File: src/bpc_pkg.sv
`timescale 1ns / 1ps
// Shared types and constants of the barometric pressure compensation block.
// No dependencies.
package bpc_pkg;

  localparam int UpBits      = 19;
  localparam int QueueDepth  = 4;
  localparam int DivBits     = 32;
  localparam int DsrBits     = 18;
  localparam int DivStages   = DivBits;
  localparam int BackLatency = 2 * DivStages + 17;

  localparam logic [15:0]        PressScale = 16'd50000;
  localparam logic signed [27:0] TempOffset = 28'sd4000;
  localparam logic [11:0]        PressQuad  = 12'd3038;
  localparam logic signed [14:0] PressLin   = -15'sd7357;
  localparam logic signed [47:0] PressConst = 48'sd3791;
  localparam logic [19:0]        PressMax   = 20'hFFFFF;
  localparam logic [1:0]         OssReset   = 2'd3;

  typedef enum logic [1:0] {
    REG_TEMP  = 2'd0,
    REG_PLIN  = 2'd1,
    REG_PQUAD = 2'd2,
    REG_OSS   = 2'd3
  } bpc_reg_t;

  typedef struct packed {
    logic [15:0]        ac5;
    logic [15:0]        ac6;
    logic signed [15:0] mc;
    logic signed [15:0] md;
    logic signed [15:0] ac1;
    logic signed [15:0] ac2;
    logic signed [15:0] ac3;
    logic [15:0]        ac4;
    logic signed [15:0] b1;
    logic signed [15:0] b2;
    logic [1:0]         oss;
  } bpc_cfg_t;

  typedef struct packed {
    logic [15:0]        ut;
    logic [UpBits-1:0]  up;
  } bpc_sample_t;

endpackage

File: src/bpc_queue.sv
`timescale 1ns / 1ps
// Small FIFO between front end and compute pipeline.
// Depends on bpc_pkg.
module bpc_queue (
  input  logic                 clk,
  input  logic                 rst,
  input  logic                 push,
  input  bpc_pkg::bpc_sample_t push_data,
  input  logic                 pop,
  output bpc_pkg::bpc_sample_t pop_data,
  output logic                 full,
  output logic                 empty
);

  localparam int PtrBits = $clog2(bpc_pkg::QueueDepth);

  bpc_pkg::bpc_sample_t mem [bpc_pkg::QueueDepth];
  logic [PtrBits-1:0]   wr_ptr;
  logic [PtrBits-1:0]   rd_ptr;
  logic [PtrBits:0]     count;

  assign full     = count == (PtrBits+1)'(bpc_pkg::QueueDepth);
  assign empty    = count == '0;
  assign pop_data = mem[rd_ptr];

  always_ff @(posedge clk) begin
    if (push) begin
      mem[wr_ptr] <= push_data;
    end
  end

  always_ff @(posedge clk) begin
    if (rst) begin
      wr_ptr <= '0;
      rd_ptr <= '0;
      count  <= '0;
    end else begin
      if (push) begin
        wr_ptr <= wr_ptr + 1'b1;
      end
      if (pop) begin
        rd_ptr <= rd_ptr + 1'b1;
      end
      if (push && !pop) begin
        count <= count + 1'b1;
      end else if (pop && !push) begin
        count <= count - 1'b1;
      end
    end
  end

endmodule

File: config.mk
export PLATFORM = sky130hd
export DESIGN_NAME = bpc_queue
export DESIGN_NICKNAME = d
export VERILOG_FILES = /design/src/bpc_pkg.sv /design/src/bpc_queue.sv
export SDC_FILE = /design/constraint.sdc
export NUM_CORES = 1
export LEC_CHECK = 0
export ABC_CLOCK_PERIOD_IN_PS = 1700
export BUFFER_PORTS_ARGS = -buffer_cell sky130_fd_sc_hd__buf_2
export CAP_MARGIN = 20
export CORE_MARGIN = 1
export CORE_UTILIZATION = 40
export CTS_CLUSTER_DIAMETER = 40
export DETAILED_ROUTE_END_ITERATION = 7
export GPL_TIMING_DRIVEN = 0
export PLACE_DENSITY = 0.63
export REMOVE_ABC_BUFFERS = 1
export SYNTH_ARGS = -nofsm -noshare
export SYNTH_HDL_FRONTEND = slang
export SYNTH_SLANG_ARGS = --single-unit
File: constraint.sdc
create_clock -name clk -period 1.7 [get_ports clk]
set_input_delay 0.085 -clock clk [delete_from_list [all_inputs] [get_ports clk]]
set_output_delay 0.085 -clock clk [all_outputs]
set_load 0.02 [all_outputs]
* Yosys cells after proc, flatten, opt, wreduce, memory -nomap -nowiden
Memory sizes are Yosys's and may differ from the RTL's. A register that Yosys moved wholly into a read port is not among the register bits.
Cells that the tools add are included.
** Word-level totals
- Flip-flop bits (word level) :: 7
- Bits in writable memories :: 140
- Output and inout port bits :: 37
- Logic and storage cells :: 21
- Memories kept :: 1
** Operators by class
- Add/sub/neg operators :: 4
- Equal/unequal tests :: 1
- Muxes and demuxes :: 6
- Reductions and logical operators :: 6
** Memory list
- mem :: words 4, bits a word 35, read ports 1, clocked after memory_dff 1, wr ports 1, line bpc_queue.sv:17 : bpc_pkg::bpc_sample_t mem [bpc_pkg::QueueDepth];
** Operators with widths (number)
- $mux 3 :: 2
- $add 2x1->2 const B :: 2
- $mux 2 :: 2
- $add 3x1->3 const B :: 1
- $eq 3x3->1 const B :: 1
- $logic_not 3->1 :: 1
- $sub 3x1->3 const B :: 1
- $logic_and 1x1->1 :: 2
- $logic_not 1->1 :: 2
- $mux 1 :: 2
- $reduce_bool 2->1 :: 1

* Longest topological paths before layout
- Word-level depth :: 4
- Gate-level depth with buffers :: 7
- Gate-level depth less buffers :: 7

* Worst setup path before layout
No wires, ideal clock.
- Kind :: register -> register
- From :: register wr_ptr[0]
- To :: memory mem[2][0] (netlist name), enable pin
- Library setup time :: 395 ps
- Data arrival time :: 1399 ps
- Data required time :: 1305 ps
- Setup slack :: -94 ps
- Stages on the path, launching flop included :: 4
- Path buffers :: 0
- Period minus slack after synthesis :: 1794 ps
- Path through :: dfxtp_1 > inv_1 > ha_1 > and2_1
** RTL lines
- start: declaration :: line bpc_queue.sv:18 : logic [PtrBits-1:0] wr_ptr;
- start signal: assignment :: line bpc_queue.sv:39 : wr_ptr <= wr_ptr + 1'b1;
- end: declaration :: line bpc_queue.sv:17
Straight into the memory's write port.

==> results.md <==
* Hold_sp: push
* Highest routed layer: met4
* Worst Path Required at between 1.5 and 2 ns
* Synth area leaders: edfxtp_1, mux4_2, dfxtp_1
* Router iterations before antenna repair at 4
* # DRC at 0
* DRT met1 WL at 4100 um
* Violated checks: setup timing
* Layout cell share with drive strength beyond 1 at 0.409
* Setup TNS at -2.76 ns
* Post-Syn Area per Cell at approximately 24 um2
* Max cap viols at 0
* Initial antenna violation count at 0
* Most frequent cells in the layout: edfxtp_1, buf_2, dlygate4sd3_1, mux4_2, clkbuf_16
* Synth Area in Compound Gates at 0.00181
* Final nets at approximately 410
* Max IR drop VDD at around 620 uV
* Adder and majority gate portion of the synthesized area at 0.0149
* Final WL at around 9600 um
* Library cells used by synthesis at 23
* Fin cells at 550
* FF/Latch Area at about 0.0044 mm2
* CTS tree: yes
* Largest net degree at the start of global routing at 27
* Routed Antenna Nets at 0
* Total power draw at around 8800 uW
* Hold slack at ~0.028 ns
* Core Region at between 0.01 and 0.015 mm2
* Placer Congestion at approximately 0.61
* Fillers at approximately 1100
* Final Hold Viols at 0
* Die width at ~120 um
* Die Area at roughly 0.014 mm2
* Relative slew margins at 0.692
* Largest family of logic cells by synthesized area: multiplexers
* Routed wl met3 at 472 um
* Initial Util at 0.414
* Setup crit start kind: register
* Final min period at 1.82 ns
* WP data arrival at roughly 1.7 ns
* Ys Warns at 0
* Fin crit share at 1.07
* First-iteration detailed-routing DRC count at 136
* XOR/XNOR share of the synthesized area at 0.00792
* Mapped cell area at 0.00553 mm2
* Worst reg2reg path startpoint: wr_ptr[0]$_SDFFE_PP0P_
* DR WL met2 at roughly 4800 um
* Number of synthesized register bits at 149
* Seq/Total Area, Yosys at 0.793
* Share of the synthesized area in the top cell type at 0.760
* Crit path cell chain: buf_12, buf_16, mux4_2, buf_6
* Via-to-Cell Ratio at approximately 4.9
* DP Wirelength at around 5700 um
* Root Buffer: clkbuf_16
* PnR worst setup slack at -0.124 ns
* Vias after detailed routing at between 2000 and 3000
* Critical path class: register to output port
* I/O Buffers at 75
* Synth Area in Simple Gates at 0.0133
* Num rows at 42
* Clock transition at path regs at 0.06 ns
* Crit-path max FO at 5
* Skew-Pair Late Insertion Delay at between 0.4 and 0.5 ns
* Leak at approximately 0.0025 uW
* Multiplexer area fraction after synthesis at 0.150
* Util after Layout at 0.545
* Cell Pwr Density at approximately 1200 mW/mm2
* Area Growth Syn to Fin at 31.5%
* Die height at approximately 120 um
* Min-delay worst type: primary input to register
* FMAX at approximately 550 MHz
* Fin Clk Skew at between 0.005 and 0.006 ns
* Vias in the first global route at about 2800
* Num Clock Sinks at 149
* Crit path capture type: output port
* Setup violators final at 35
* Dpl cells at about 480
* Top cell family by delay on the critical path: multiplexers
* H-tree depth at 4
* First-pass GRT wire length at roughly 15000 um
* Outcome: finished with violations
* GRT overflow at 0
* Final Max Tran Viols at 0
* Cells after Synth at 227
* Slew @ Worst Pin at around 0.46 ns
* Average wire per standard cell at ~17 um
* Buf/Inv on CP at 3
* Area of the multi-input gates at a little over 0.001 mm2
* Yosys top cell by area: edfxtp_1
* Critical Path Max Stage Delay at about 0.52 ns
* RSZ-0062 raised after global routing: yes
* Commonest non-fill, non-tap cell in the layout: edfxtp_1
* N_diodes at 0
* TritonCTS Buffers at 17
* Num ports at 76
* Clock buffer depth at 2
* Slowest CP cell: mux4_2
* Gr usage total at 0.149
==> Yosys cell counts, drive strengths merged <==
cell and count:
edfxtp 140, mux4 35, dfxtp 9, buf 7
nor2 7, ha 5, and2 4, inv 4
xor2 3, clkbuf 2, mux2i 2, xnor2 2
a21oi 1, fa 1, nand2 1, nor3 1
nor3b 1, o21ai 1, or3 1
==> kinds of logic (layout without fill, tap and decap cells) <==
logic type,count (synthesis),count (layout)
and+or+nand+nor,15,15
buffers and inverters,13,160
muxes,37,37
xor gates and xnor gates,5,5
AOI/OAI and AO/OA,2,2
DFF,149,149
adders and majority gates,6,6
==> repair_timing <==
item / in CTS / in global routing
setup buffers: 2 / 1
gates cloned: 2 / 0
gates resized for setup: 20 / 14
hold buffers: 38 / 0
hold endpoints to repair: 149 / 0
pin swaps: 0 / 1
endpoints found under the setup margin: 35 / 70
==> sequential cells by signal, indices dropped and copies added (netlist names), named ones only <==
name,flops
rd_ptr,2
wr_ptr,2
mem,140
count,3
==> where the power goes <==
| group | internal (uW) | switching, uW |
|---|---|---|
| Combinational | 549 | 552 |
| Clock | 2030 | 1340 |
| Sequential | 4210 | 66.4 |
| Total | 6790 | 1960 |
==> path summary, 6_finish.rpt <==
path	endpoint	slack (ns)	depth (start not counted)
max	pop_data[22]	-0.12	4
min	wr_ptr[1]$_SDFFE_PP0P_	0.03	3
max reg2reg	mem[0][9]$_DFFE_PP_	0.13	4
min reg2reg	rd_ptr[1]$_SDFFE_PP0P_	0.54	2
==> per-layer routing <==
layer	GRT usage	up-vias
met5	0	-
met4	0.0680	0
met3	0.0480	14
met2	0.240	69
met1	0.183	1366
li1	-	1220
==> per-stage QoR <==
stage	area (um2)	worst slack, ns
after detailed placement	6170	-0.349
after global routing	7270	-0.196
after global placement	6030	-1.54
final	7270	-0.124
after CTS	7230	-0.181
after floorplan	5440	-0.710
==> worst register-to-register path, cell delays in order (launching register included) <==
cell and delay [ns]:
dfxtp_1 0.34, inv_1 0.09, ha_1 0.13, and2_2 0.44, buf_12 0.25
==> final cells by class <==
type / instances / area share
repair buffers: 124 / 0.147
flip-flops and latches: 149 / 0.604
well taps: 176 / 0.0303
multi-input cells: 65 / 0.142
clock buffers: 24 / 0.0679
clock inverters: 8 / 0.00671
inverters: 4 / 0.00206
(Power assumes the default switching activity.)
