File: config.mk
export PLATFORM = sky130hd
export DESIGN_NAME = bpc_front
export DESIGN_NICKNAME = d
export VERILOG_FILES = /design/src/bpc_pkg.sv /design/src/bpc_front.sv
export SDC_FILE = /design/constraint.sdc
export NUM_CORES = 1
export LEC_CHECK = 0
export BUFFER_PORTS_ARGS = -buffer_cell sky130_fd_sc_hd__buf_2
export CAP_MARGIN = 20
export CORE_AREA = 2 2 119 121
export DETAILED_ROUTE_END_ITERATION = 12
export DIE_AREA = 0 0 121 123
export PLACE_DENSITY = 0.9
export SKIP_CTS_REPAIR_TIMING = 1
export SYNTH_ARGS = -nofsm -noshare
export SYNTH_HDL_FRONTEND = slang
export SYNTH_SLANG_ARGS = --single-unit
File: constraint.sdc
create_clock -name clk -period 4.7 [get_ports clk]
set_clock_uncertainty 0.2 [all_clocks]
set_input_delay 0 -clock clk [delete_from_list [all_inputs] [get_ports clk]]
set_output_delay 0 -clock clk [all_outputs]
set_load 0.05 [all_outputs]
File: src/bpc_pkg.sv
`timescale 1ns / 1ps
// Shared types and constants of the barometric pressure compensation block.
// No dependencies.
package bpc_pkg;

  localparam int UpBits      = 19;
  localparam int QueueDepth  = 4;
  localparam int DivBits     = 32;
  localparam int DsrBits     = 18;
  localparam int DivStages   = DivBits;
  localparam int BackLatency = 2 * DivStages + 17;

  localparam logic [15:0]        PressScale = 16'd50000;
  localparam logic signed [27:0] TempOffset = 28'sd4000;
  localparam logic [11:0]        PressQuad  = 12'd3038;
  localparam logic signed [14:0] PressLin   = -15'sd7357;
  localparam logic signed [47:0] PressConst = 48'sd3791;
  localparam logic [19:0]        PressMax   = 20'hFFFFF;
  localparam logic [1:0]         OssReset   = 2'd3;

  typedef enum logic [1:0] {
    REG_TEMP  = 2'd0,
    REG_PLIN  = 2'd1,
    REG_PQUAD = 2'd2,
    REG_OSS   = 2'd3
  } bpc_reg_t;

  typedef struct packed {
    logic [15:0]        ac5;
    logic [15:0]        ac6;
    logic signed [15:0] mc;
    logic signed [15:0] md;
    logic signed [15:0] ac1;
    logic signed [15:0] ac2;
    logic signed [15:0] ac3;
    logic [15:0]        ac4;
    logic signed [15:0] b1;
    logic signed [15:0] b2;
    logic [1:0]         oss;
  } bpc_cfg_t;

  typedef struct packed {
    logic [15:0]        ut;
    logic [UpBits-1:0]  up;
  } bpc_sample_t;

endpackage

File: src/bpc_front.sv
`timescale 1ns / 1ps
// Front end: configuration registers, sample intake and raw pressure alignment.
// Depends on bpc_pkg.
module bpc_front (
  input  logic                       clk,
  input  logic                       rst,
  input  logic                       sample_valid,
  output logic                       sample_stall,
  input  logic [15:0]                raw_temperature,
  input  logic [23:0]                raw_pressure_bytes,
  input  logic                       cfg_valid,
  output logic                       cfg_ready,
  input  logic [1:0]                 cfg_index,
  input  logic [63:0]                cfg_data,
  output bpc_pkg::bpc_cfg_t          cfg,
  output logic                       push,
  output bpc_pkg::bpc_sample_t       push_data,
  input  logic                       queue_full
);

  logic [23:0] up_shifted;

  assign cfg_ready    = 1'b1;
  assign sample_stall = queue_full;
  assign push         = sample_valid && !queue_full;

  assign up_shifted   = raw_pressure_bytes >> (4'd8 - {2'b00, cfg.oss});
  assign push_data.ut = raw_temperature;
  assign push_data.up = up_shifted[bpc_pkg::UpBits-1:0];

  always_ff @(posedge clk) begin
    if (rst) begin
      cfg <= bpc_pkg::bpc_cfg_t'({160'd0, bpc_pkg::OssReset});
    end else if (cfg_valid && cfg_ready) begin
      case (bpc_pkg::bpc_reg_t'(cfg_index))
        bpc_pkg::REG_TEMP: begin
          cfg.ac5 <= cfg_data[63:48];
          cfg.ac6 <= cfg_data[47:32];
          cfg.mc  <= cfg_data[31:16];
          cfg.md  <= cfg_data[15:0];
        end
        bpc_pkg::REG_PLIN: begin
          cfg.ac1 <= cfg_data[63:48];
          cfg.ac2 <= cfg_data[47:32];
          cfg.ac3 <= cfg_data[31:16];
          cfg.ac4 <= cfg_data[15:0];
        end
        bpc_pkg::REG_PQUAD: begin
          cfg.b1 <= cfg_data[31:16];
          cfg.b2 <= cfg_data[15:0];
        end
        bpc_pkg::REG_OSS: begin
          cfg.oss <= cfg_data[1:0];
        end
        default: begin
        end
      endcase
    end
  end

endmodule

==> Word level (Yosys, flattened, before mapping) <==
Cells that the tools add are included.
Widths: inputs -> output; s select.
{ "totals": {"regBits": 162, "wordCells": 23, "input_bits": 111, "output_inout_bits": 200} }
{ "classes": {"eq_ne": 3, "n_addsub": 1, "n_reduce_logical": 7, "shifts": 1} }
{ "op_table": {"columns": ["op", "count"], "rows": [
  ["$shr 24x4->19", 1],
  ["$reduce_and 2->1", 4],
  ["$eq 2x2->1 const B", 2],
  ["$sub 4x2->4 const A", 1],
  ["$eq 2x1->1 const B", 1],
  ["$logic_not 2->1", 1],
  ["$logic_and 1x1->1", 1],
  ["$logic_not 1->1", 1]
]} }

==> Longest topological paths before layout <==
Gate-level depths: netlist of the first run.
{ "logic_depth": {"ltp_word": 2, "ltp_mapped": 9} }

==> Least setup slack after synthesis of the first run <==
Ideal clock, no wire load.
{ "synth_timing": {"path_type": "reg2out", "startpoint": "register cfg[0] in the netlist's numbering", "endpoint": "output push_data[5] in the netlist's numbering", "path_stages_with_launch": 9, "slack_ps": 682, "t_arrival_ps": 3818, "path_cell_list": "dfxtp_1 buf_2 clkinv_1 clkbuf_1 ha_1 buf_6 buf_2 mux4_2 a221oi_1"} }
{ "synth_rtl": {"columns": ["item", "line_no", "source"], "rows": [
  ["start: declaration", "bpc_front.sv:15", "output bpc_pkg::bpc_cfg_t cfg,"],
  ["start signal: assignment", "bpc_front.sv:33", "cfg <= bpc_pkg::bpc_cfg_t'({160'd0, bpc_pkg::OssReset});"],
  ["end: declaration", "bpc_front.sv:17", "output bpc_pkg::bpc_sample_t push_data,"]
]} }

==> results of run 1 <==
-- path summary, 6_finish.rpt --
kind / from / to / depth (start not counted)
max: cfg[0] / push_data[14] / 7
min: rst / cfg[12] / 2
max reg2reg: cfg[0] / cfg[0] / 3
min reg2reg: cfg[7] / cfg[7] / 2
-- cell usage after synthesis --
| cell type | instances | area, sq um |
|---|---|---|
| a2bb2oi_1 | 1 | 8.760 |
| mux2_2 | 9 | 101.4 |
| mux2_4 | 3 | 45.04 |
| nor2b_1 | 3 | 18.77 |
| o21a_1 | 2 | 15.01 |
| and2_1 | 2 | 12.51 |
| buf_2 | 5 | 25.02 |
| buf_4 | 19 | 142.6 |
| clkinv_1 | 1 | 3.750 |
| a211oi_1 | 2 | 15.01 |
| nor3b_1 | 1 | 7.510 |
| conb_1 | 1 | 3.750 |
| a221oi_1 | 1 | 8.760 |
| buf_6 | 1 | 11.26 |
| o21ba_2 | 1 | 10.01 |
| or3b_2 | 1 | 8.760 |
| mux4_2 | 18 | 405.4 |
| clkbuf_1 | 53 | 198.9 |
| mux2i_1 | 19 | 190.2 |
| nor2_1 | 2 | 7.510 |
| inv_1 | 4 | 15.01 |
| a21oi_1 | 164 | 820.8 |
| and3b_1 | 4 | 35.03 |
| buf_1 | 4 | 15.01 |
| nand3_1 | 1 | 5.000 |
| ha_1 | 2 | 25.02 |
| a311oi_1 | 1 | 8.760 |
| mux2_1 | 1 | 11.26 |
| o21ai_0 | 4 | 20.02 |
| dfxtp_1 | 162 | 3243 |
| nor3_1 | 2 | 10.01 |
| nand2b_1 | 2 | 12.51 |
| nand2_1 | 332 | 1246 |
| nand3b_1 | 2 | 15.01 |
-- metal layers --
layer	routed length, um	vias up	GRT usage
met5	0	-	0
met3	2476	103	0.09087
met4	1121	0	0.1199
li1	-	3325	-
met1	8033	3425	0.2755
met2	12150	511	0.4526
-- area by class of cell --
type	count	area (sq um)
diodes	1	2.502
clock buffers	18	439.2
clock inverters	14	168.9
fillers	938	4165
inverters	5	18.77
multi-input cells	581	3074
flip-flops and latches	162	3243
well taps	180	225.2
repair buffers	366	2275
-- power breakdown --
group,internal [W],switching [W]
clock,0.000815,0.000609
combinational,0.000197,0.000461
sequential,0.00142,0.0000243
total,0.00243,0.00109
-- stage by stage --
step	hold WS (ns)	power (W)
3_5_place_dp	-0.1997	0.002030
5_1_grt	0.07366	0.003631
3_3_place_gp	-0.1997	0.002018
6_report	0.02101	0.003525
2_1_floorplan	-0.07065	0.001906
4_1_cts	-0.3800	0.003431
-- kinds of logic (layout without fill, tap and decap cells) --
kind of cell,Yosys count,after routing,synth area share
and+or+nand+nor,352,352,0.2051
AOI/OAI and AO/OA,176,176,0.1349
DFF,162,162,0.4824
buffers and inverters,87,403,0.06123
muxes,50,50,0.1120
adders and majority gates,2,2,0.003722
other,1,2,0.0005578
-- worst register-to-register path, stage by stage, from the launching register on --
cell	delay, ns
dfxtp_1	0.33
buf_4	0.29
mux2i_1	0.12
nand2b_1	0.08
==> results.txt, run 1 <==
Core Region: 13610 sq um
Area post-placement: 8005 sq um
Synth warn: 0
Area grow syn2layout: 40.52%
Setup TNS Final: 0 ns
Maximum clock frequency: 250.2 MHz
Clock Latency Late Sink: 0.42 ns
Unrepaired setup endpoints after global routing: false
DIE HEIGHT: 123 um
Critical Path RT: 4.50 ns
Max H-tree Level: 4
CP endpoint kind: output pin
Yosys reg bits: 162
All-Layer GR Usage: 0.2568
Pwr dens: 373.1 nW/um^2
Worst path max stage delay: 1.07 ns
Clock buffer count from CTS: 17
GR Overflow Total: 0
Layout cell share with drive strength beyond 1: 0.3045
Final nets: 1246
Pleak: 4.177 nW
Num rows: 43
CTS tree: yes
Max IR drop VDD: 0.2545 mV
Initial antenna violation count: 1
Arrival time worst endpoint: 3.80 ns
Fin crit share: 0.8502
Yosys cell types: 34
WL/cell: 17.92 um
Worst setup SP type: flip-flop
Fin area: 9447 sq um
CP max-delay cell: ha_1
Max-cap violations: 0
Slew Limit Fails: 0
Crit path cell chain: clkinv_1 -> ha_1 -> buf_4 -> mux2_1 -> mux4_2 -> o21a_1 -> buf_2
Syn Inst Count: 830
Max_slew headroom: 0.2722
Synthesized area: 6723 sq um
Synthesized area per cell: 8.100 sq um
Largest net degree at the start of global routing: 107
Clock sinks: 162
Avg Vias per Cell: 5.549
R2r setup slk: 3.63 ns
Vias: 7364
Endpoints failing setup: 0
Largest register by flop count: cfg
IO Count: 311
Placed cells: 1211
Critical path class: reg2out
Global-route wire length before repair: 30.33 mm
CTS Buffer Depth: 2
RePlAce Congestion: 0.8926
Clock transition at path regs: 0.07 ns
Max reg flops: 162
Router iterations before antenna repair: 7
Largest registers: cfg x162
Syn nets: 943
Min Tclk post-route: 3.996 ns
Slew @ Worst Pin: 1.092 ns
Initial Utilization: 0.4939
Worst Hold Class: in2reg
Vias in the first global route: 6377
Final number of hold-violating endpoints: 0
Non-filler cells in the finished layout: 1327
Number of remaining DRC errors: 0
Register area share after synthesis: 0.4824
Routed Antenna Nets: 0
Smallest setup slack after layout: 0.7040 ns
Die area: 14880 sq um
Status: finished clean
Drt first-iter violations: 492
Leading cell type in the layout, fill and taps excluded: nand2_1
Final wirelength: 23.79 mm
Port-buffer cells: 273
Pre-CTS setup slack: 1.165 ns
Highest-count cells in the layout ignoring fill and taps: nand2_1 (332), buf_2 (272), a21oi_1 (164)
Final HPWL DP: 13.53 mm
Worst Path Buf+Inv: 3
CTS root buffer: clkbuf_16
Crit-path max FO: 20
Finished Core Util: 0.6940
Worst path top cell family by delay: adder cells
Die X-Extent: 121 um
No activity file was read; power rests on OpenSTA's default activity.
==> run 2: changes to the inputs <==
BUFFER_PORTS_ARGS = -buffer_cell sky130_fd_sc_hd__buf_4   (was -buffer_cell sky130_fd_sc_hd__buf_2)
REMOVE_ABC_BUFFERS = 1   (was unset)
==> results.txt, run 2 (same netlist as run 1, synthesis figures left out) <==
Routed Antenna Nets: 0 (unchanged)
Switch Pwr: 0.001090 W (-0.39%)
Worst path top cell family by delay: adder cells
Internal power: 0.002532 W (+4.2%)
Sw Ratio: 0.3009 (-0.009494)
Largest registers: cfg x162
Placed cells: 1212 (+0.083%)
Sequential share of power: 0.400 (-0.009)
Global-route wire length before repair: 31.56 mm (+4.0%)
Final HPWL DP: 14.43 mm (+6.6%)
Combinational power share: 0.205 (+0.018)
Worst setup SP type: flip-flop
Max-cap violations: 0 (unchanged)
Largest net degree at the start of global routing: 60 (-44%)
Worst Path Buf+Inv: 3 (unchanged)
Slew @ Worst Pin: 0.9853 ns (-0.1064 ns)
R2R cell count: 3 (unchanged)
Initial Utilization: 0.4939 (unchanged)
Router iterations before antenna repair: 5 (-2)
CP max-delay cell: ha_1
Initial antenna violation count: 1 (unchanged)
Number of remaining DRC errors: 0 (unchanged)
Vias: 7758 (+5.4%)
Port-buffer cells: 273 (unchanged)
CTS root buffer: clkbuf_16
Layout cell share with drive strength beyond 1: 0.3011 (-0.003416)
CTS Buffer Depth: 2 (unchanged)
Critical path class: reg2out
Hold Path End: sample_stall
Crit-path max FO: 23 (+15%)
Final nets: 1259 (+1.0%)
Worst R2R End: cfg[140]
Vias in the first global route: 6304 (-1.1%)
Clk pwr share: 0.395 (-0.009)
Clock buffer count from CTS: 17 (unchanged)
IO Count: 311 (unchanged)
Drt first-iter violations: 739 (+50%)
Clock transition at path regs: 0.06 ns (about the same)
Max IR drop VDD: 0.3313 mV (+30%)
Num rows: 43 (unchanged)
CP endpoint kind: output pin
Fin crit share: 0.8707 (+0.02044)
Pwr dens: 353.4 nW/um^2 (-5.3%)
Total power: 0.003621 W (+2.7%)
WL/cell: 20.70 um (+16%)
DIE HEIGHT: 123 um (unchanged)
Crit path cell chain: clkinv_1 -> ha_1 -> buf_4 -> mux2_1 -> mux4_2 -> o21a_1 -> buf_4
R2r setup slk: 3.23 ns (-0.40 ns)
Highest-count cells in the layout ignoring fill and taps: nand2_1 (332), buf_4 (284), a21oi_1 (164)
Worst path max stage delay: 1.16 ns (+0.09 ns)
CTS tree: yes
RR Startpoint: cfg[140]
Core Region: 13610 sq um (unchanged)
Hold Startpoint: queue_full
Die area: 14880 sq um (unchanged)
Clock sinks: 162 (unchanged)
All-Layer GR Usage: 0.2721 (+0.01533)
Max_slew headroom: 0.3431 (+0.07095)
Non-filler cells in the finished layout: 1340 (+0.98%)
Unrepaired setup endpoints after global routing: false
Endpoints failing setup: 0 (unchanged)
Critical Path RT: 4.50 ns (about the same)
Pleak: 4.345 nW (+4.0%)
Slew Limit Fails: 0 (unchanged)
Status: finished clean
Max reg flops: 162 (unchanged)
Worst hold path cell count: 2 (unchanged)
Max H-tree Level: 4 (unchanged)
Reg area: 3243 sq um (unchanged)
Final number of hold-violating endpoints: 0 (unchanged)
Arrival time worst endpoint: 3.89 ns (+0.09 ns)
Leading cell type in the layout, fill and taps excluded: nand2_1
Fillers: 816 (-13%)
Crit-path most repeated cell: buf_4
Area of the multi-input gates: 3074 sq um (unchanged)
Largest register by flop count: cfg
Avg Vias per Cell: 5.790 (+4.3%)
Clock Latency Late Sink: 0.42 ns (about the same)
Min Tclk post-route: 4.092 ns (+0.09606 ns)
Die X-Extent: 121 um (unchanged)
RePlAce Congestion: 0.9157 (+2.6%)
GR Overflow Total: 0 (unchanged)
Worst Hold Class: in2out
Maximum clock frequency: 244.4 MHz (-2.3%)
Final wirelength: 27.74 mm (+17%)
Area grow syn2layout: 52.45%
==> run 2: changes by cell type in the layout (fill, tap and decap cells not counted), moves of 2 or more <==
cell,previous run,this run
clkbuf_1,0,2
dlygate4sd3_1,83,94
buf_2,272,0
clkinv_2,1,3
inv_6,5,3
clkinv_4,2,0
buf_4,11,284
==> run 2: cell type report <==
type / count / share of cell area
inverter: 5 / 0.001831
clock inverter: 12 / 0.01502
timing repair buffer: 379 / 0.3009
multi-input combinational: 581 / 0.3000
clock buffer: 20 / 0.04358
antenna: 1 / 0.0002442
tap: 180 / 0.02198
sequential: 162 / 0.3164
==> run 2: worst reg2reg max path, stage by stage, from the launching register on <==
cell	delay, ns
dfxtp_1	0.37
nand2_1	0.09
a21oi_1	0.16
dlygate4sd3_1	0.59
==> run 2: worst max-delay path by stage <==
stage / startpoint / end / slack, ns / cells past startpoint
floorplan: cfg[0] / push_data[17] / -0.15 / 5
global placement: cfg[0] / push_data[14] / 1.11 / 7
detailed placement: cfg[0] / push_data[14] / 1.10 / 7
CTS: cfg[0] / push_data[14] / 0.65 / 7
global route: cfg[0] / push_data[14] / 0.46 / 7
finish: cfg[0] / push_data[14] / 0.61 / 7
==> run 2: per-stage QoR <==
step	util	setup TNS [ns]	worst slack [ns]	hold WS, ns	instance area [sq um]
2_1_floorplan	-	-0.2832	-0.1454	-0.2000	6330
3_3_place_gp	0.6387	0	1.112	-0.1993	8693
3_5_place_dp	0.6387	0	1.104	-0.1993	8693
4_1_cts	0.6828	0	0.6523	-0.3810	9294
5_1_grt	0.7529	0	0.4629	0.08006	10250
6_report	0.7529	0	0.6079	0.06677	10250
==> run 2: power by group through the flow <==
stage / sequential [W] / clock (W) / combinational [W]
3_3_place_gp: 0.00147 / 0 / 0.000614
6_report: 0.00145 / 0.00143 / 0.000743
5_1_grt: 0.00145 / 0.00149 / 0.000767
4_1_cts: 0.00144 / 0.00142 / 0.000624
2_1_floorplan: 0.00163 / 0 / 0.000212
3_5_place_dp: 0.00147 / 0 / 0.000622
==> run 2: layer usage <==
layer	track usage	share of wire	vias to the layer above
met3	0.1093	0.11	180
met2	0.4744	0.48	633
met5	0.01736	0	-
met1	0.2980	0.34	3598
li1	-	-	3347
met4	0.09884	0.063	0
